### src/rtl/jcu_pkg.sv
// Shared types, constants and helpers for the chroma upsample / MCU assembly block.
`timescale 1ns / 1ps

package jcu_pkg;

    localparam int SMP_W     = 8;
    localparam int NSMP      = 8;
    localparam int ROW_W     = SMP_W * NSMP;
    localparam int HALF      = NSMP / 2;
    localparam int CFG_W     = 3;
    localparam int CFG_IDX_W = 2;
    localparam int ROWS      = 8;
    localparam int ROW_IDX_W = 3;
    localparam int BLK_W     = 2;
    localparam int Q_DEPTH   = 2;
    localparam int Q_PTR_W   = 1;
    localparam int Q_CNT_W   = 2;
    localparam int IDX_W     = 2;

    // register indexes
    localparam logic [CFG_IDX_W-1:0] REG_IN_H  = 2'd0;
    localparam logic [CFG_IDX_W-1:0] REG_IN_V  = 2'd1;
    localparam logic [CFG_IDX_W-1:0] REG_OUT_H = 2'd2;
    localparam logic [CFG_IDX_W-1:0] REG_OUT_V = 2'd3;

    // command kinds
    localparam int KIND_W = 3;
    localparam logic [KIND_W-1:0] KIND_COPY  = 3'd0;
    localparam logic [KIND_W-1:0] KIND_HDBL  = 3'd1;
    localparam logic [KIND_W-1:0] KIND_HVDBL = 3'd2;
    localparam logic [KIND_W-1:0] KIND_JOIN  = 3'd3;
    localparam logic [KIND_W-1:0] KIND_ERR   = 3'd4;

    typedef struct packed {
        logic [KIND_W-1:0] kind;
        logic              last;
        logic [ROW_W-1:0]  row;
        logic [ROW_W-1:0]  stored;
    } cmd_t;

    // samples 0..3 each doubled
    function automatic logic [ROW_W-1:0] dbl_left(input logic [ROW_W-1:0] r);
        logic [ROW_W-1:0] o;
        o = '0;
        for (int i = 0; i < HALF; i++)
        begin
            o[(2*i)*SMP_W +: SMP_W]   = r[i*SMP_W +: SMP_W];
            o[(2*i+1)*SMP_W +: SMP_W] = r[i*SMP_W +: SMP_W];
        end
        return o;
    endfunction

    // samples 4..7 each doubled
    function automatic logic [ROW_W-1:0] dbl_right(input logic [ROW_W-1:0] r);
        logic [ROW_W-1:0] o;
        o = '0;
        for (int i = 0; i < HALF; i++)
        begin
            o[(2*i)*SMP_W +: SMP_W]   = r[(i+HALF)*SMP_W +: SMP_W];
            o[(2*i+1)*SMP_W +: SMP_W] = r[(i+HALF)*SMP_W +: SMP_W];
        end
        return o;
    endfunction

endpackage

### src/rtl/jpeg_chroma_upsample_mcu_assemble_top.sv
// A request's half-rows pass the command queue, then the output register, to m_tvalid.
// One half-row per cycle while m_tready is high and a command waits; a row gives 1
//   half-row (copy, error), 2 (4:2:2, join) or 4 (4:2:0) through one output register.
// First block of a join pair stores its rows and produces nothing.
// Reset (rst_n low, async): registers back to 1, counters and queue cleared, row store kept.
`timescale 1ns / 1ps

module jpeg_chroma_upsample_mcu_assemble_top (
    input  logic                          clk,
    input  logic                          rst_n,
    input  logic                          cfg_valid,
    output logic                          cfg_ready,
    input  logic [jcu_pkg::CFG_IDX_W-1:0] cfg_index,
    input  logic [jcu_pkg::CFG_W-1:0]     cfg_data,
    input  logic                          s_tvalid,
    output logic                          s_tready,
    input  logic [jcu_pkg::ROW_W-1:0]     s_tdata,   // sample0..sample7, 8 bits each
    output logic                          m_tvalid,
    input  logic                          m_tready,
    output logic [jcu_pkg::ROW_W-1:0]     m_tdata,   // pix0..pix7, 8 bits each
    output logic                          m_tlast,   // end_of_unit
    output logic                          m_tuser    // format_error
);

    logic          q_full, q_push, q_pop, head_valid;
    jcu_pkg::cmd_t q_cmd, head_cmd;

    jcu_front u_front (
        .clk       (clk),
        .rst_n     (rst_n),
        .cfg_valid (cfg_valid),
        .cfg_ready (cfg_ready),
        .cfg_index (cfg_index),
        .cfg_data  (cfg_data),
        .s_tvalid  (s_tvalid),
        .s_tready  (s_tready),
        .s_tdata   (s_tdata),
        .q_full    (q_full),
        .q_push    (q_push),
        .q_cmd     (q_cmd)
    );

    jcu_queue u_queue (
        .clk        (clk),
        .rst_n      (rst_n),
        .push       (q_push),
        .push_cmd   (q_cmd),
        .full       (q_full),
        .pop        (q_pop),
        .head_valid (head_valid),
        .head_cmd   (head_cmd)
    );

    jcu_back u_back (
        .clk        (clk),
        .rst_n      (rst_n),
        .head_valid (head_valid),
        .head_cmd   (head_cmd),
        .pop        (q_pop),
        .m_tvalid   (m_tvalid),
        .m_tready   (m_tready),
        .m_tdata    (m_tdata),
        .m_tlast    (m_tlast),
        .m_tuser    (m_tuser)
    );

endmodule

### src/rtl/jcu_front.sv
// Front end: config registers, format decode, row/block counters, first-block row store.
`timescale 1ns / 1ps

module jcu_front (
    input  logic                          clk,
    input  logic                          rst_n,
    input  logic                          cfg_valid,
    output logic                          cfg_ready,
    input  logic [jcu_pkg::CFG_IDX_W-1:0] cfg_index,
    input  logic [jcu_pkg::CFG_W-1:0]     cfg_data,
    input  logic                          s_tvalid,
    output logic                          s_tready,
    input  logic [jcu_pkg::ROW_W-1:0]     s_tdata,
    input  logic                          q_full,
    output logic                          q_push,
    output jcu_pkg::cmd_t                 q_cmd
);

    logic [jcu_pkg::CFG_W-1:0]     in_h_reg, in_v_reg, out_h_reg, out_v_reg;
    logic [jcu_pkg::ROW_IDX_W-1:0] row_cnt_reg, row_cnt_next;
    logic [jcu_pkg::BLK_W-1:0]     blk_cnt_reg, blk_cnt_next;
    logic [jcu_pkg::ROW_W-1:0]     store_reg [jcu_pkg::ROWS];

    logic [jcu_pkg::CFG_W:0] in_h2, in_v2, out_h4, out_v4;
    logic is_copy, is_hd, is_hvd, same, is_j21, is_j22, is_join;
    logic last_row, accept, store_wr;
    logic [jcu_pkg::KIND_W-1:0] kind;

    assign cfg_ready = 1'b1;
    assign s_tready  = !q_full;
    assign accept    = s_tvalid && s_tready;

    assign in_h2  = {in_h_reg, 1'b0};
    assign in_v2  = {in_v_reg, 1'b0};
    assign out_h4 = {1'b0, out_h_reg};
    assign out_v4 = {1'b0, out_v_reg};

    assign is_copy = (out_h_reg == 3'd1) && (out_v_reg == 3'd1);
    assign is_hd   = (in_h2 == out_h4) && (in_v_reg == out_v_reg);
    assign is_hvd  = (in_h2 == out_h4) && (in_v2 == out_v4);
    assign same    = (in_h_reg == out_h_reg) && (in_v_reg == out_v_reg);
    assign is_j21  = same && (out_h_reg == 3'd2) && (out_v_reg == 3'd1);
    assign is_j22  = same && (out_h_reg == 3'd2) && (out_v_reg == 3'd2);

    always_comb
    begin
        if (is_copy)
            kind = jcu_pkg::KIND_COPY;
        else if (is_hd)
            kind = jcu_pkg::KIND_HDBL;
        else if (is_hvd)
            kind = jcu_pkg::KIND_HVDBL;
        else if (is_j21 || is_j22)
            kind = jcu_pkg::KIND_JOIN;
        else
            kind = jcu_pkg::KIND_ERR;
    end

    assign is_join  = (kind == jcu_pkg::KIND_JOIN);
    assign last_row = (row_cnt_reg == 3'd7);
    assign store_wr = accept && is_join && !blk_cnt_reg[0];
    assign q_push   = accept && !(is_join && !blk_cnt_reg[0]);

    always_comb
    begin
        q_cmd.kind   = kind;
        q_cmd.row    = s_tdata;
        q_cmd.stored = store_reg[row_cnt_reg];
        if (kind == jcu_pkg::KIND_ERR)
            q_cmd.last = 1'b0;
        else if (is_join)
            q_cmd.last = last_row && (is_j21 || (blk_cnt_reg == 2'd3));
        else
            q_cmd.last = last_row;
    end

    always_comb
    begin
        row_cnt_next = row_cnt_reg;
        blk_cnt_next = blk_cnt_reg;
        if (accept && (kind != jcu_pkg::KIND_ERR))
        begin
            row_cnt_next = row_cnt_reg + 3'd1;
            if (last_row && is_join)
                blk_cnt_next = blk_cnt_reg + 2'd1;
        end
    end

    always_ff @(posedge clk or negedge rst_n)
    begin
        if (!rst_n)
        begin
            in_h_reg    <= 3'd1;
            in_v_reg    <= 3'd1;
            out_h_reg   <= 3'd1;
            out_v_reg   <= 3'd1;
            row_cnt_reg <= '0;
            blk_cnt_reg <= '0;
        end
        else
        begin
            row_cnt_reg <= row_cnt_next;
            blk_cnt_reg <= blk_cnt_next;
            if (cfg_valid && cfg_ready)
            begin
                unique case (cfg_index)
                    jcu_pkg::REG_IN_H:  in_h_reg  <= cfg_data;
                    jcu_pkg::REG_IN_V:  in_v_reg  <= cfg_data;
                    jcu_pkg::REG_OUT_H: out_h_reg <= cfg_data;
                    jcu_pkg::REG_OUT_V: out_v_reg <= cfg_data;
                    default: ;
                endcase
            end
        end
    end

    always_ff @(posedge clk)
    begin
        if (store_wr)
            store_reg[row_cnt_reg] <= s_tdata;
    end

endmodule

### src/rtl/jcu_queue.sv
// Two-entry command queue between front and back.
`timescale 1ns / 1ps

module jcu_queue (
    input  logic          clk,
    input  logic          rst_n,
    input  logic          push,
    input  jcu_pkg::cmd_t push_cmd,
    output logic          full,
    input  logic          pop,
    output logic          head_valid,
    output jcu_pkg::cmd_t head_cmd
);

    jcu_pkg::cmd_t                 q_reg [jcu_pkg::Q_DEPTH];
    logic [jcu_pkg::Q_PTR_W-1:0]   wr_ptr_reg, rd_ptr_reg;
    logic [jcu_pkg::Q_CNT_W-1:0]   cnt_reg, cnt_next;

    assign full       = (cnt_reg == jcu_pkg::Q_CNT_W'(jcu_pkg::Q_DEPTH));
    assign head_valid = (cnt_reg != '0);
    assign head_cmd   = q_reg[rd_ptr_reg];

    always_comb
    begin
        cnt_next = cnt_reg;
        if (push && !pop)
            cnt_next = cnt_reg + 1'b1;
        else if (pop && !push)
            cnt_next = cnt_reg - 1'b1;
    end

    always_ff @(posedge clk or negedge rst_n)
    begin
        if (!rst_n)
        begin
            wr_ptr_reg <= '0;
            rd_ptr_reg <= '0;
            cnt_reg    <= '0;
        end
        else
        begin
            cnt_reg <= cnt_next;
            if (push)
                wr_ptr_reg <= wr_ptr_reg + 1'b1;
            if (pop)
                rd_ptr_reg <= rd_ptr_reg + 1'b1;
        end
    end

    always_ff @(posedge clk)
    begin
        if (push)
            q_reg[wr_ptr_reg] <= push_cmd;
    end

endmodule

### src/rtl/jcu_back.sv
// Back end: expands one command into 1, 2 or 4 half-rows through an output register.
`timescale 1ns / 1ps

module jcu_back (
    input  logic                      clk,
    input  logic                      rst_n,
    input  logic                      head_valid,
    input  jcu_pkg::cmd_t             head_cmd,
    output logic                      pop,
    output logic                      m_tvalid,
    input  logic                      m_tready,
    output logic [jcu_pkg::ROW_W-1:0] m_tdata,
    output logic                      m_tlast,
    output logic                      m_tuser
);

    logic [jcu_pkg::IDX_W-1:0] idx_reg, idx_next, last_idx;
    logic                      vld_reg;
    logic [jcu_pkg::ROW_W-1:0] pix_reg, pix;
    logic                      eou_reg, eou, err_reg, err;
    logic                      load;

    always_comb
    begin
        pix = '0;
        eou = 1'b0;
        err = 1'b0;
        unique case (head_cmd.kind)
            jcu_pkg::KIND_COPY:
            begin
                last_idx = 2'd0;
                pix      = head_cmd.row;
                eou      = head_cmd.last;
            end
            jcu_pkg::KIND_HDBL:
            begin
                last_idx = 2'd1;
                pix      = idx_reg[0] ? jcu_pkg::dbl_right(head_cmd.row)
                                      : jcu_pkg::dbl_left(head_cmd.row);
                eou      = head_cmd.last && (idx_reg == last_idx);
            end
            jcu_pkg::KIND_HVDBL:
            begin
                last_idx = 2'd3;
                pix      = idx_reg[0] ? jcu_pkg::dbl_right(head_cmd.row)
                                      : jcu_pkg::dbl_left(head_cmd.row);
                eou      = head_cmd.last && (idx_reg == last_idx);
            end
            jcu_pkg::KIND_JOIN:
            begin
                last_idx = 2'd1;
                pix      = idx_reg[0] ? head_cmd.row : head_cmd.stored;
                eou      = head_cmd.last && (idx_reg == last_idx);
            end
            default:
            begin
                last_idx = 2'd0;
                err      = 1'b1;
            end
        endcase
    end

    assign load     = head_valid && (!vld_reg || m_tready);
    assign pop      = load && (idx_reg == last_idx);
    assign idx_next = pop ? '0 : (load ? idx_reg + 2'd1 : idx_reg);

    always_ff @(posedge clk or negedge rst_n)
    begin
        if (!rst_n)
        begin
            vld_reg <= 1'b0;
            idx_reg <= '0;
        end
        else
        begin
            idx_reg <= idx_next;
            if (load)
                vld_reg <= 1'b1;
            else if (m_tready)
                vld_reg <= 1'b0;
        end
    end

    always_ff @(posedge clk)
    begin
        if (load)
        begin
            pix_reg <= pix;
            eou_reg <= eou;
            err_reg <= err;
        end
    end

    assign m_tvalid = vld_reg;
    assign m_tdata  = pix_reg;
    assign m_tlast  = eou_reg;
    assign m_tuser  = err_reg;

endmodule

### config.mk
export PLATFORM = sky130hd
export DESIGN_NAME = jpeg_chroma_upsample_mcu_assemble_top
export DESIGN_NICKNAME = d
export VERILOG_FILES = /design/src/rtl/jcu_pkg.sv /design/src/rtl/jpeg_chroma_upsample_mcu_assemble_top.sv /design/src/rtl/jcu_front.sv /design/src/rtl/jcu_queue.sv /design/src/rtl/jcu_back.sv
export SDC_FILE = /design/constraint.sdc
export NUM_CORES = 1
export LEC_CHECK = 0
export ABC_AREA = 1
export BUFFER_PORTS_ARGS = -buffer_cell sky130_fd_sc_hd__buf_2
export CORE_MARGIN = 2
export CORE_UTILIZATION = 44
export DETAILED_ROUTE_END_ITERATION = 16
export SYNTH_ARGS = -nofsm -noshare
export SYNTH_HDL_FRONTEND = slang
export SYNTH_SLANG_ARGS = --single-unit
### constraint.sdc
create_clock -name clk -period 12.2 [get_ports clk]
set_input_delay 1.22 -clock clk [delete_from_list [all_inputs] [get_ports clk]]
set_output_delay 1.22 -clock clk [all_outputs]
set_load 0.01 [all_outputs]
After elaboration in Yosys (flattened, before gate mapping). Memories as Yosys holds them, arrays and structs flattened. Index checks and enable logic that the tools add are counted.

Add/subtract/negate cells: 7. Eq/ne operators: 23. Muxes and demuxes: 22. Reductions and logical operators: 44.

Operator list (number): $pmux W64 S3 (1); $mux W64 (2); $logic_and A1 B1 Y1 (21); $eq A3 B2 Y1 const B (5); $mux W3 (4); $eq A2 B2 Y1 const B (5); $reduce_and A2 Y1 (5); $eq A3 B1 Y1 const B (3); $mux W1 (9); $eq A4 B3 Y1 (2); $mux W2 (4); $reduce_bool A2 Y1 (4); $add A2 B1 Y2 const B (3); $eq A3 B3 Y1 (2); $eq A3 B3 Y1 const B (2); $logic_not A1 Y1 (6); $eq A2 B1 Y1 const B (2); $pmux W2 S2 (1); $reduce_or A2 Y1 (2); $reduce_or A4 Y1 (1); $add A3 B1 Y3 const B (1); $logic_not A3 Y1 (1); $logic_or A1 B1 Y1 (3); $ne A3 B3 Y1 const B (1); other kinds (5) (6).

Bits of input ports: 74. Memories kept: 2. Memory bits (writable): 776. Register bits: 90. Logic and storage cells: 112. Output and inout bits: 69.

Memories: u_front.store_reg (depth 8, bits a word 64, rd ports 1, clocked after memory_dff 0, wr ports 1, RTL line jcu_front.sv:22) `logic [jcu_pkg::ROW_W-1:0] store_reg [jcu_pkg::ROWS];`; u_queue.q_reg (depth 2, bits a word 132, rd ports 1, clocked after memory_dff 0, wr ports 1, RTL line jcu_queue.sv:15) `jcu_pkg::cmd_t q_reg [jcu_pkg::Q_DEPTH];`.

Longest topological paths before layout. Gate-level depths: netlist of run 1.

Depth after elaboration: 17. Mapped depth: 12.

By module. From an unflattened synthesis of run 1, not the netlist that was laid out.

Cell total of the unflattened synthesis: 2230. Area, all modules: 34326.7 um^2.

Modules (own cells, without submodules): jcu_front (cells each 1292, times used 1, area an instance 20079.3 um^2); jcu_queue (cells each 436, times used 1, area an instance 10014.6 um^2); jcu_back (cells each 502, times used 1, area an instance 4232.8 um^2).

Worst setup path after synthesis of run 1. No wires, ideal clock.

Kind: input to register. From: in s_tvalid. To: mem u_queue.q_reg[1][0] (netlist bit) (enable). Cell stages on the path: 4. Slack: 4554 ps. Library setup time: 626 ps. Data arrival time: 7020 ps. Required time: 11574 ps. Path through: nand2_1 clkinv_1 o21ai_1 nor2_1.

Cells in the longest elaborated chain, start to end: 4.

RTL lines: from (decl) (RTL line jpeg_chroma_upsample_mcu_assemble_top.sv:15) `input logic s_tvalid,`; $logic_and A1 B1 Y1 (RTL line jcu_front.sv:31) `assign accept = s_tvalid && s_tready;`; $logic_and A1 B1 Y1 (RTL line jcu_front.sv:62) `assign q_push = accept && !(is_join && !blk_cnt_reg[0]);`; $mux W1 (RTL line jcu_queue.sv:52) `if (push)`; $mux W1 (implied by the code) (RTL line jcu_queue.sv:53) `q_reg[wr_ptr_reg] <= push_cmd;`; to (decl) (RTL line jcu_queue.sv:15).

No other way between the ends.

Worst setup path after layout of run 1.
From: reg u_front.out_v_reg[0] (netlist bit). To: mem u_queue.q_reg[1][12] (netlist bit) (enable).

Cells in the longest elaborated chain, start to end: 15. Elaborated cells on any way between the ends: 22. Those cells by class: eq/ne: 5; mux: 6; reduce/logical: 11.

RTL lines: from (decl) (RTL line jcu_front.sv:19) `logic [jcu_pkg::CFG_W-1:0] in_h_reg, in_v_reg, out_h_reg, out_v_reg;`; from (signal assigned) (RTL line jcu_front.sv:110) `jcu_pkg::REG_OUT_V: out_v_reg <= cfg_data;`; $eq A3 B3 Y1 (RTL line jcu_front.sv:39, jcu_front.sv:41); $logic_and A1 B1 Y1 (RTL line jcu_front.sv:41) `assign same = (in_h_reg == out_h_reg) && (in_v_reg == out_v_reg);`; $logic_and A1 B1 Y1 (RTL line jcu_front.sv:42, jcu_front.sv:43); $logic_and A1 B1 Y1 (on tied branches) (RTL line jcu_front.sv:42, jcu_front.sv:43); $logic_or A1 B1 Y1 (RTL line jcu_front.sv:53) `else if (is_j21 || is_j22)`; $mux W3 (RTL line jcu_front.sv:53); $mux W3 (RTL line jcu_front.sv:51) `else if (is_hvd)`; $mux W3 (RTL line jcu_front.sv:49) `else if (is_hd)`; $mux W3 (*) (RTL line jcu_front.sv:47) `if (is_copy)`; $eq A3 B2 Y1 (*) (RTL line jcu_front.sv:59) `assign is_join = (kind == jcu_pkg::KIND_JOIN);`; $logic_and A1 B1 Y1 (*) (RTL line jcu_front.sv:62); $logic_not A1 Y1 (*) (RTL line jcu_front.sv:62); $logic_and A1 B1 Y1 (*) (RTL line jcu_front.sv:62); $mux W1 (*) (RTL line jcu_queue.sv:52); $mux W1 (implied by the code) (*) (RTL line jcu_queue.sv:53).

Mark *: on every way between the ends. The rest lies on a longest branch, timed or not.

==> flow_results.org, run 1 <==
** Run
- Number of max-cap violations :: 0

** Cells and area
- Fill cells in the final layout number 6062.
- Largest register FFs :: 512
- Register area :: 25900 µm²
- Total Nets Final :: 2450
- Fin area :: 37800 µm²
- The multi-input combinational cells in the finished layout cover a total of 6340 µm².
- The area growth from synthesis to layout is 14.7%.
- For this run, the share of the core covered by cells in the final layout is 0.509.
- In the final layout, the share of cells above drive strength 1 is 0.158.

** Logic synthesis
- For this run, the number of Yosys warnings is 0.
- Averaged over all synthesized cells, the footprint is 14.9 µm².
- The number of nets in the synthesized netlist is 2293.
- In this run, distinct cell masters in the synthesized netlist total 45.
- The cell area that synthesis handed to floorplanning was 32900 µm².
- Portion of the post-synthesis area used by sequential elements :: 0.787
- Fraction of registers with async set or reset after synthesis :: 0.0277
- The synthesized design contains 866 register bits.
- The cell count after synthesis came out at 2215.
- The most used flip-flop cell after synthesis is edfxtp_1.
- Post-synth EDFFs :: 842

** Global route
- In the global route stage, overall resource usage came out at 0.218.
- The initial antenna violation count is 7.
- Entering global routing, the biggest net connects 71 pins.
- The via count of the first global-routing pass came to 19.1k.
- For this run the aggregate overflow at the end of global routing stands at 0.
- The first global-routing pass estimated 125000 µm of wire.

** Clock network
- H-tree levels :: 3
- Clock sink total :: 866
- In this run the post-CTS setup repair buffer count came out at 0.
- TritonCTS Buffers :: 90
- Clock-pin slew was measured on the worst setup and hold paths at 0.06 ns.
- No sink is reached through more buffers than the 3 on the longest clock path.
- In this run, post-CTS hold repair placed 0 buffers.
- CTS root buf :: clkbuf_16
- CTS tree :: built
- Resized cells post-CTS :: 0
- Clk_lat worst skew :: 0.65 ns

** Floorplanning
- Row cnt :: 100
- In this run the horizontal extent of the chip is 277 µm.
- Die Height :: 277 µm
- Die Outline Area :: 77000 µm²
- The initial utilization of the core area, before any placement, comes to 0.444.
- Standard cell core area :: 74200 µm²
- IO Count :: 143

** Setup path
- Worst setup path start :: u_front.out_v_reg[0]
- Data on the critical path is required at its endpoint by 12.45 ns.
- Critical Path Start Type :: flip-flop
- Worst-path maximum fanout :: 63
- Endpoint type of the worst setup path :: flip-flop
- Crit Path Category :: flip-flop to flip-flop
- At the worst endpoint, the arrival time is 4.08 ns.
- In this run the critical register-to-register path is launched from u_front.out_v_reg[0].

** Route
- For this run, design rule violations remaining after detail routing come to 0.
- Detailed Route WL :: 84300 µm
- Across all layers, the routed design uses 19.4k vias.
- Number of nets still failing antenna checks after routing :: 0
- The detailed router finished its first iteration with 1818 violations.
- After detailed routing, the average wire length per cell comes to 24.6 µm.
- Using the TritonRoute via totals, the vias-per-cell ratio works out to 5.66.
- Number of search-and-repair iterations in the first detailed-routing pass :: 6

** Power
- Power spread over the standard cell area amounts to 248 nW/µm².
- For this design the static power due to leakage is 0.0131 µW.
- Overall power after layout :: 9370 µW
- The worst-case IR drop observed on VDD is 0.000178 V.

** Place
- Placed cell areas :: 34600 µm²
- IO buf count :: 141
- Routability congestion estimate :: 0.832
- The HPWL after detailed placement is 47600 µm.

** Timing
- In this run the tightest slew margin relative to its limit is 0.202.
- Across the routed clock network, the largest skew measured is 0.0278 ns.
- Summed negative setup slack over all endpoints :: 0 ns
- Unrepaired setup endpoints after global routing :: false
- Final critical path time including I/O delays and setup :: 3.83 ns
- The number of failing hold endpoints at the final stage was 0.
- In the finished design, the share of the clock period the worst path needs comes to 0.314.
- Setup violations remaining at the end of the flow were counted as 0.
- Peak Freq :: 0.261 GHz
- For the pin with the worst max-slew slack, the measured transition is 1.20 ns.
- The number of max-slew violations in the final report came to 0.

** Min path
- Type of the most critical hold path :: flip-flop to flip-flop
- The startpoint identified for the worst hold timing path is u_queue.cnt_reg[0].

** Run status
- Result of the run :: finished, final reports clean
-- final timing paths --
| kind | endpoint | slack, ns | cells after the start |
|---|---|---|---|
| setup / recovery | u_queue.q_reg[1][12] | 8.37 | 10 |
| min in group asynchronous | u_back.m_tvalid | 0.58 | 1 |
| max in group asynchronous | u_queue.rd_ptr_reg | 11.17 | 1 |
| hold / removal | u_queue.cnt_reg[0] | 0.47 | 1 |
| setup reg to reg | u_queue.q_reg[1][12] | 8.37 | 10 |
| hold reg to reg | u_queue.cnt_reg[0] | 0.47 | 1 |
-- worst max-delay path: stages, from the launching register on --
cell and delay, ns:
dfstp_2 0.55, inv_1 0.06, nand2_1 0.08, nand2_1 0.06, nand3_1 0.12, nor2_1 0.07, nand2_1 0.18, o21ai_1 0.19
nor2_4 0.40, buf_4 0.74, buf_4 0.83
-- cell usage after synthesis (14+ instances only) --
cell,n,area [µm²]
a21oi_1,21,105
a221oi_1,38,333
a22o_1,22,193
a22oi_1,63,473
and3_1,14,87.6
buf_2,42,210
clkbuf_1,45,169
dfrtp_1,20,500
edfxtp_1,842,25300
inv_1,59,221
mux2i_1,42,420
nand2_1,547,2050
nand3_1,135,676
nand4_1,57,357
nor2_1,53,199
o211ai_1,40,300
o21ai_0,37,185
o221ai_1,28,245
or2_2,28,175
-- layout by cell type, fill, tap and decap left out, types with 37 or more instances in the layout --
cell type and count:
buf_2 141, nand2_1 547, a221oi_1 38, a22oi_1 63
clkbuf_16 92, mux2i_1 42, edfxtp_1 842, inv_1 59
o21ai_0 37, nor2_1 43, nand3_1 135, nand4_1 57
o211ai_1 40
-- routing by layer --
layer,vias to the layer above,routed length (µm),GRT usage,part of all wire
met1,9792,35400,0.303,0.42
met4,2,2020,0.0719,0.024
met2,806,40300,0.350,0.48
met3,128,6490,0.0397,0.077
li1,8637,-,-,-
met5,-,13,0,0.00015
-- layout make-up --
| cell class | count | area share |
|---|---|---|
| flip-flops and latches | 866 | 0.686 |
| multi-input cells | 1173 | 0.168 |
| clock buffers | 110 | 0.0628 |
| well taps | 969 | 0.0321 |
| repair buffers | 171 | 0.0246 |
| clock inverters | 58 | 0.0195 |
| inverters | 70 | 0.00706 |
| diodes | 4 | 0.000265 |
-- where the power goes --
group | internal (µW) | leakage (µW) | switching [µW]
sequential | 3930 | 0.00802 | 202
clock | 1730 | 0.00150 | 1130
combinational | 667 | 0.00359 | 1700
total | 6330 | 0.0131 | 3040
-- stage by stage --
stage	cells	setup WS [ns]	hold slack (ns)
2_1_floorplan	2215	4.55	0.446
5_1_grt	3419	8.10	0.497
3_5_place_dp	3249	7.93	0.467
4_1_cts	3417	8.35	0.475
3_3_place_gp	3249	7.96	0.462
6_report	3421	8.37	0.470
-- cells by family after synthesis --
logic type,share of synthesized area
buffers and inverters,0.0235
multiplexers,0.0128
other,0.000114
XOR/XNOR,0.00160
AND/OR/NAND/NOR,0.112
adder cells (fa/ha/maj),0.00152
AO/OA/AOI/OAI,0.0618
flip-flops,0.787
Note: power is estimated with default switching activity, not from simulation.
==> inputs of run 2 (changes only) <==
--- a/config.mk
+++ b/config.mk
@@ -5,7 +5,7 @@
 export SDC_FILE = /design/constraint.sdc
 export NUM_CORES = 1
 export LEC_CHECK = 0
-export ABC_AREA = 1
+export ABC_AREA = 0
 export BUFFER_PORTS_ARGS = -buffer_cell sky130_fd_sc_hd__buf_2
 export CORE_MARGIN = 2
 export CORE_UTILIZATION = 44
==> constraint.sdc (replaced) <==
create_clock -name clk -period 3.8 [get_ports clk]
set_input_delay 0.38 -clock clk [delete_from_list [all_inputs] [get_ports clk]]
set_output_delay 0.38 -clock clk [all_outputs]
set_load 0.01 [all_outputs]
==> run 2 against run 1 <==
  * Combinational power rose by 72%
  * Non-clock buffer count increased by 38
  * Highest routed layer unchanged
  * Sequential power rose to 3.0 times the previous value
  * Final area grew 1.7%
  * Sequential share of layout area fell by 1.1 points
  * Cell count shrank 9.2%
==> flow_results.org, run 2 <==
** Min path
- Type of the most critical hold path :: input pin to flip-flop
- Hold Path Origin :: cfg_data[1]

** Logic synthesis
- Portion of the post-synthesis area used by sequential elements :: 0.775
- Fraction of registers with async set or reset after synthesis :: 0.0277
- For this run, the number of Yosys warnings is 0.
- List of most frequent post-synthesis cells :: 842 x edfxtp_1, 124 x mux2i_1, 103 x mux2_2
- edfxtp_1 is the most common cell in the netlist.
- Number of different library cells in the post-synthesis netlist :: 67
- The cell count after synthesis came out at 1856.
- Most used flip-flop cell after synthesis :: edfxtp_1
- Number of flip-flops and latches in the synthesized netlist :: 866
- Post-synth EDFFs :: 842
- Main area contributors after synthesis :: edfxtp_1 76%, mux2i_1 3.7%, mux2_2 3.5%
- Summing every instance area after synthesis gives 33400 µm².
- Synthesis produced a netlist with a net count of 1934.
- Top-area cell type share of the netlist area :: 0.757
- Synth area leader :: edfxtp_1
- In this run the mean area of a mapped cell was 18.0 µm².

** Clock network
- CTS root buf :: clkbuf_16
- TritonCTS Buffers :: 89
- Clock edge transition at the registers on the reported setup and hold paths :: 0.06 ns
- H-tree levels :: 3
- Clock sink total :: 866
- Gates resized during post-CTS repair numbered 0.
- Clk_lat worst skew :: 0.64 ns
- Maximum buffer depth of the clock tree :: 3
- TritonCTS built the clock tree.
- Post-CTS setup buffer count :: 0

** Power
- Net Sw Frac :: 0.273
- Combinational fraction of design power :: 0.166
- The analysis attributes to cell leakage a power of 0.0131 µW.
- IR analysis of the VDD net gives a maximum drop of 0.000419 V.
- Portion of total power attributed to sequential cells :: 0.497
- Clock Power Share :: 0.337
- Pwr Density :: 641 nW/µm²
- Internal power comes to 17900 µW.
- For this design the total switching power over the nets is 6720 µW.

** Timing
- On the final layout, the worst clock skew is 0.0279 ns.
- At the pin with the least slew margin, the transition time is 1.01 ns.
- Peak Freq :: 0.337 GHz
- The worst path meets setup with 0.829 ns of slack.
- Final cycle utilization of the critical path :: 0.782
- The number of max-slew violations in the final report was 0.
- Unrepaired setup endpoints after global routing :: false
- Final hold violation count :: 0
- Max transition margin :: 0.324
- For the finished layout, the period the worst path requires is 2.97 ns.
- Setup violations remaining at the end of the flow were counted as 0.

** Setup path
- Worst setup path start :: u_front.out_v_reg[0]
- Grouping stages by cell kind, the critical path spends the most delay in simple AND/OR/NAND/NOR gates.
- Traced cell by cell, the critical path runs through xor2_1 -> nor3_2 -> nand3_2 -> or3_4 -> nor3_4 -> buf_4.
- Endpoint type of the worst setup path :: flip-flop
- Crit Path Category :: flip-flop to flip-flop
- In this run the critical register-to-register path is launched from u_front.out_v_reg[0].
- For this run, the slowest stage of the critical path takes 0.59 ns.
- For this design, the slowest cell found on the critical path is dfstp_2.
- Arrival time of data at the critical path endpoint :: 3.23 ns
- Critical Path RT :: 4.06 ns
- STA classifies the critical path startpoint as a flip-flop.
- Worst-path maximum fanout :: 36
- Together, buffers and inverters on the worst path number 1.

** Cells and area
- Compared with the post-synthesis result, the final layout area differs by 15.1%.
- Largest register FFs :: 512
- At the end of the flow the core is filled with cells to 0.508.
- Fraction of final layout cells sized beyond drive strength 1 :: 0.231
- Leaving out fill and tap cells, the most frequent cell in the layout is edfxtp_1.
- Top library cells by usage in the layout, fill and taps aside :: 842 x edfxtp_1, 141 x buf_2, 124 x mux2i_1
- The final layout contains 2127 nets.
- Filler cells :: 6183

** Global route
- Pin count of the biggest net entering global routing :: 85
- Global-route wire length before repair :: 124000 µm
- Across every metal layer, demand over resource in global routing totals 0.219.
- The initial antenna violation count is 10.
- Number of global-route vias before repair :: 18.2k
- Global routing finished with a remaining overflow of 0.

** Floorplanning
- The die is 279 µm wide.
- Die Outline Area :: 78100 µm²
- IO Count :: 143
- Standard cell core area :: 75600 µm²
- The initial utilization of the core area, before any placement, comes to 0.442.
- Measured along the y axis, the die boundary spans 279 µm.
- Row cnt :: 101

** Route
- Number of nets still failing antenna checks after routing :: 0
- Number of vias per cell after detailed routing :: 5.88
- After the first detailed-routing iteration, the DRC count stood at 1732.
- After detailed routing, the number of remaining DRC violations is 0.
- DR WL/cell :: 27.7 µm
- Number of search-and-repair iterations in the first detailed-routing pass :: 5
- For this block, the routed nets add up to 85900 µm of wire.
- Across all layers, the routed design uses 18.3k vias.

** Place
- The wire-length estimate of the detail-placed layout is 50500 µm.
- IO buf count :: 141
- Post-placement setup slack :: 0.894 ns
- The congestion estimate from routability-driven global placement came to 0.783.

** Run status
- The flow ran to the end, and the final reports show no timing, DRC or antenna violations.

** Run
- Number of max-cap violations :: 0
-- run 2: cell types whose count changed after synthesis, moves of 24 or more --
cell | previous run | this run
a221oi_1 | 38 | 76
inv_1 | 59 | 10
mux2_2 | 0 | 103
mux2i_1 | 42 | 124
mux4_2 | 0 | 27
nand2_1 | 547 | 99
nand3_1 | 135 | 26
nand4_1 | 57 | 1
o211ai_1 | 40 | 64
or2_2 | 28 | 1
-- run 2: path summary, 6_finish.rpt --
kind	depth (start not counted)	to	slack, ns
worst max-delay path	6	u_front.store_reg[7][63]	0.83
worst min-delay path	2	u_front.in_h_reg[1]	0.02
worst max register to register	6	u_front.store_reg[7][63]	0.83
worst min register to register	1	u_front.blk_cnt_reg[1]	0.52
max in group asynchronous	2	u_back.idx_reg[0]	3.06
min in group asynchronous	2	u_front.in_v_reg[2]	0.28
-- run 2: timing repair --
action,4_1_cts,5_1_grt
hold buffers,1,0
endpoints found under the setup margin,0,0
endpoints found under the hold margin,20,0
-- run 2: routing by layer --
metal | vias up | GRT usage | wire length [µm]
li1 | 7984 | - | -
met2 | 758 | 0.355 | 41500
met1 | 9388 | 0.302 | 36000
met4 | 4 | 0.0735 | 2350
met3 | 119 | 0.0365 | 6070
met5 | - | 0 | 26
-- run 2: cells by family (layout without fill, tap and decap cells) --
logic type	Yosys count	in the layout	synth area share
and+or+nand+nor	233	233	0.0326
muxes	254	254	0.0901
buffers and inverters	120	388	0.0154
adders and majority gates	4	4	0.00150
other	1	4	0.000112
xor gates and xnor gates	18	18	0.00472
DFF	866	866	0.775
AOI/OAI and AO/OA	360	360	0.0803
-- run 2: cell type report --
class                   instances  area [µm²]  share of cell area
repair buffers                209        1380              0.0359
flip-flops and latches        866       25900               0.674
well taps                     978        1220              0.0318
clock buffers                 118        2430              0.0633
multi-input cells             870        7090               0.185
inverters                      13        48.8             0.00127
clock inverters                48         329             0.00856
diodes                          3        7.51            0.000195
-- run 2: power groups by stage --
stage	clock network, µW	registers [µW]	logic, µW
2_1_floorplan	0	12400	2330
3_3_place_gp	0	12400	4050
3_5_place_dp	0	12400	4110
4_1_cts	8420	12200	4130
5_1_grt	8780	12300	4390
6_report	8300	12200	4080
-- run 2: stage by stage --
stage | instance area (µm²) | cells | total power [µW] | setup TNS, ns | hold WS [ns]
global route | 38400 | 3103 | 25500 | 0 | 0.0245
floorplan | 33400 | 1856 | 14800 | -364.36 | 0.0844
finish | 38400 | 3105 | 24600 | 0 | 0.0212
global placement | 35600 | 2935 | 16500 | 0 | 0.403
CTS | 38400 | 3102 | 24800 | 0 | 0.00309
detailed placement | 35600 | 2935 | 16500 | 0 | 0.413
==> inputs of run 3 (changes only) <==
==> constraint.sdc (replaced) <==
create_clock -name clk -period 3.01 [get_ports clk]
set_input_delay 0.301 -clock clk [delete_from_list [all_inputs] [get_ports clk]]
set_output_delay 0.301 -clock clk [all_outputs]
set_load 0.01 [all_outputs]
==> run 3 against run 2 <==
  * Clock-buffer cell count fell by 1
  * First-iteration DRC count fell by 2.5%
  * Global-route usage up 0.32 points
  * Largest cell class unchanged
==> flow_results.org, run 3 (same netlist as run 2, synthesis figures left out) <==
** Clock network
- CTS tree :: built
- Number of hold buffers added after CTS :: 56
- The clock tree synthesis step divided the H-tree into 3 levels.
- In this run, post-CTS repair resized a total of 0 instances.
- CTS root buf :: clkbuf_16
- Post-CTS setup buffer count :: 0
- At the later pin of the worst-skew pair, clock insertion delay measures 0.64 ns.
- Clock tree synthesis found a total of 866 sinks.
- Counting the buffers created by CTS gives 90.
- Clock edge transition at the registers on the reported setup and hold paths :: 0.06 ns
- Counting along the longest clock path gives a buffer depth of 3.

** Cells and area
- Final antenna diode count :: 0
- For this run, the post-layout net count is 2199.
- Most common library cell in the layout ignoring fill and taps :: edfxtp_1
- Largest register FFs :: 512
- Final core utilization :: 0.520
- From synthesis to final layout, the design area changed by 17.7%.
- The top cell types in the final layout, fill and taps aside, are 842 x edfxtp_1, 141 x buf_2, 124 x mux2i_1.
- Leaving out filler cells and counting taps, the final layout contains 3176.
- Fin area :: 39300 µm²
- Fraction of final layout cells sized beyond drive strength 1 :: 0.234

** Place
- IO buf count :: 141
- At the placement stage, the worst setup path has a slack of 0.189 ns.
- Summed over all nets, the half-perimeter wirelength after detailed placement is 51600 µm.
- At the end of routability-driven placement, the weighted congestion stood at 0.816.
- # placed instances :: 2951
- After detailed placement, the total cell area comes to 35900 µm².

** Global route
- After global routing the overflow that remains totals 0.
- Pin count of the biggest net entering global routing :: 133
- Global-route wire length before repair :: 127000 µm
- Met3 demand-to-capacity share in global routing :: 0.0425
- Met2 track utilization from global routing :: 0.356
- Highest-utilization routing layer at the global route stage :: met2
- Antenna violations before repair :: 3
- The via count of the first global-routing pass came to 19.1k.
- For this run, the total global-route usage over all layers was measured as 0.222.
- Met1 track utilization from global routing :: 0.302

** Route
- Number of violations reported at the end of detailed-routing iteration 0 :: 1689
- Number of search-and-repair iterations in the first detailed-routing pass :: 5
- Using the TritonRoute via totals, the vias-per-cell ratio works out to 5.93.
- After detailed routing, the average wire length per cell comes to 27.4 µm.
- Number of vias in the routed layout :: 18.8k
- Once detail routing completed, the nets flagged for antenna violations numbered 0.
- Wires add up to 86900 µm.
- In the routed design, unresolved DRC markers number 0.

** Power
- Combinational fraction of design power :: 0.172
- For this design the ratio of total power to cell area is 797 nW/µm².
- Leakage :: 0.0135 µW
- P_sw :: 8570 µW
- Portion of total power attributed to sequential cells :: 0.490
- The internal power of the cells totals 22800 µW.
- Clock Power Share :: 0.338
- Maximum VDD drop :: 0.000596 V
- Of the total power, the share spent switching nets is 0.273.

** Min path
- For hold timing, the worst endpoint is u_front.store_reg[0][54].
- The worst hold path begins at s_tdata[54].
- Cells on Worst Hold Path :: 1
- Type of the most critical hold path :: input pin to flip-flop

** Floorplanning
- For this configuration, the core starts out at a cell density of 0.442.
- Chip width :: 279 µm
- Die Outline Area :: 78100 µm²
- IO Count :: 143
- Die Height :: 279 µm
- Row cnt :: 101
- Standard cell core area :: 75600 µm²

** Timing
- Across the routed clock network, the largest skew measured is 0.0225 ns.
- Once routing completed, OpenROAD measured the worst setup slack at 0.135 ns.
- Setup repair after global routing left no endpoint under its margin.
- In the finished design, the share of the clock period the worst path needs comes to 0.955.
- Slew at the pin with the worst max-slew slack :: 1.19 ns
- The number of failing hold endpoints at the final stage was 0.
- The number of max-slew violations in the final report was 0.
- In this run the tightest slew margin relative to its limit is 0.204.
- Peak Freq :: 0.348 GHz
- After layout, the minimum clock period comes to 2.87 ns.
- Final count of negative-setup-slack endpoints :: 0

** Setup path
- Reg-to-reg setup timing slack :: 0.14 ns
- Along the worst path, the maximum fanout reaches 37.
- R2R depth :: 6
- At the worst endpoint, the arrival time is 3.17 ns.
- R2R Path Start :: u_front.out_v_reg[2]
- Destination of the worst register-to-register timing path :: u_front.store_reg[4][6]
- Data on the critical path is required at its endpoint by 3.30 ns.
- The worst setup path is of the flip-flop to flip-flop kind.
- Endpoint type of the worst setup path :: flip-flop
- STA classifies the critical path startpoint as a flip-flop.

** Run
- Across the run, the number of max-cap violations was 0.

** Run status
- The flow ran to the end, and the final reports show no timing, DRC or antenna violations.
## run 3: power by group through the flow
stage / clock network (µW) / logic [µW] / registers (µW)
3_5_place_dp: 0 / 5340 / 15600
3_3_place_gp: 0 / 5280 / 15600
6_report: 10600 / 5380 / 15400
2_1_floorplan: 0 / 2960 / 15700
5_1_grt: 11200 / 5750 / 15500
4_1_cts: 10800 / 5420 / 15400
## run 3: per-stage QoR
stage | power, µW | hold slack (ns) | TNS, ns
floorplan | 18600 | 0.00541 | -466.20
global placement | 20900 | 0.328 | 0
finish | 31400 | 0.0183 | 0
detailed placement | 21000 | 0.342 | 0
CTS | 31600 | 0.000733 | 0
global route | 32400 | 0.0179 | 0
## run 3: cell type report
class,instances,area [µm²]
clock buffers,117,2400
clock inverters,52,408
fillers,6033,36300
inverters,13,48.8
multi-input cells,870,7090
flip-flops and latches,866,25900
well taps,978,1220
repair buffers,280,2230
## run 3: worst max path at each step
stage | start | end | slack (ns) | depth (start not counted)
after floorplan | u_front.out_v_reg[2] | u_front.store_reg[4][0] | -1.13 | 5
after global placement | u_front.out_v_reg[2] | u_front.store_reg[4][50] | 0.23 | 6
after detailed placement | u_front.out_v_reg[2] | u_front.store_reg[4][10] | 0.19 | 6
after CTS | u_front.out_v_reg[2] | u_front.store_reg[4][6] | 0.15 | 6
after global routing | u_front.out_v_reg[2] | u_front.store_reg[4][6] | 0.06 | 6
final | u_front.out_v_reg[2] | u_front.store_reg[4][6] | 0.14 | 6
## run 3: critical path, cell delays in order (launching register included)
cell and delay (ns):
dfrtp_1 0.43, or4_4 0.58, nor2_4 0.13, nand3_2 0.17, or3_4 0.51, nor4_4 0.33
buf_12 0.35
## run 3: metal layers
| metal | wire [µm] | up-vias |
|---|---|---|
| met5 | 27 | - |
| met4 | 2970 | 4 |
| met3 | 6360 | 166 |
| met2 | 40900 | 774 |
| met1 | 36600 | 9760 |
| li1 | - | 8135 |
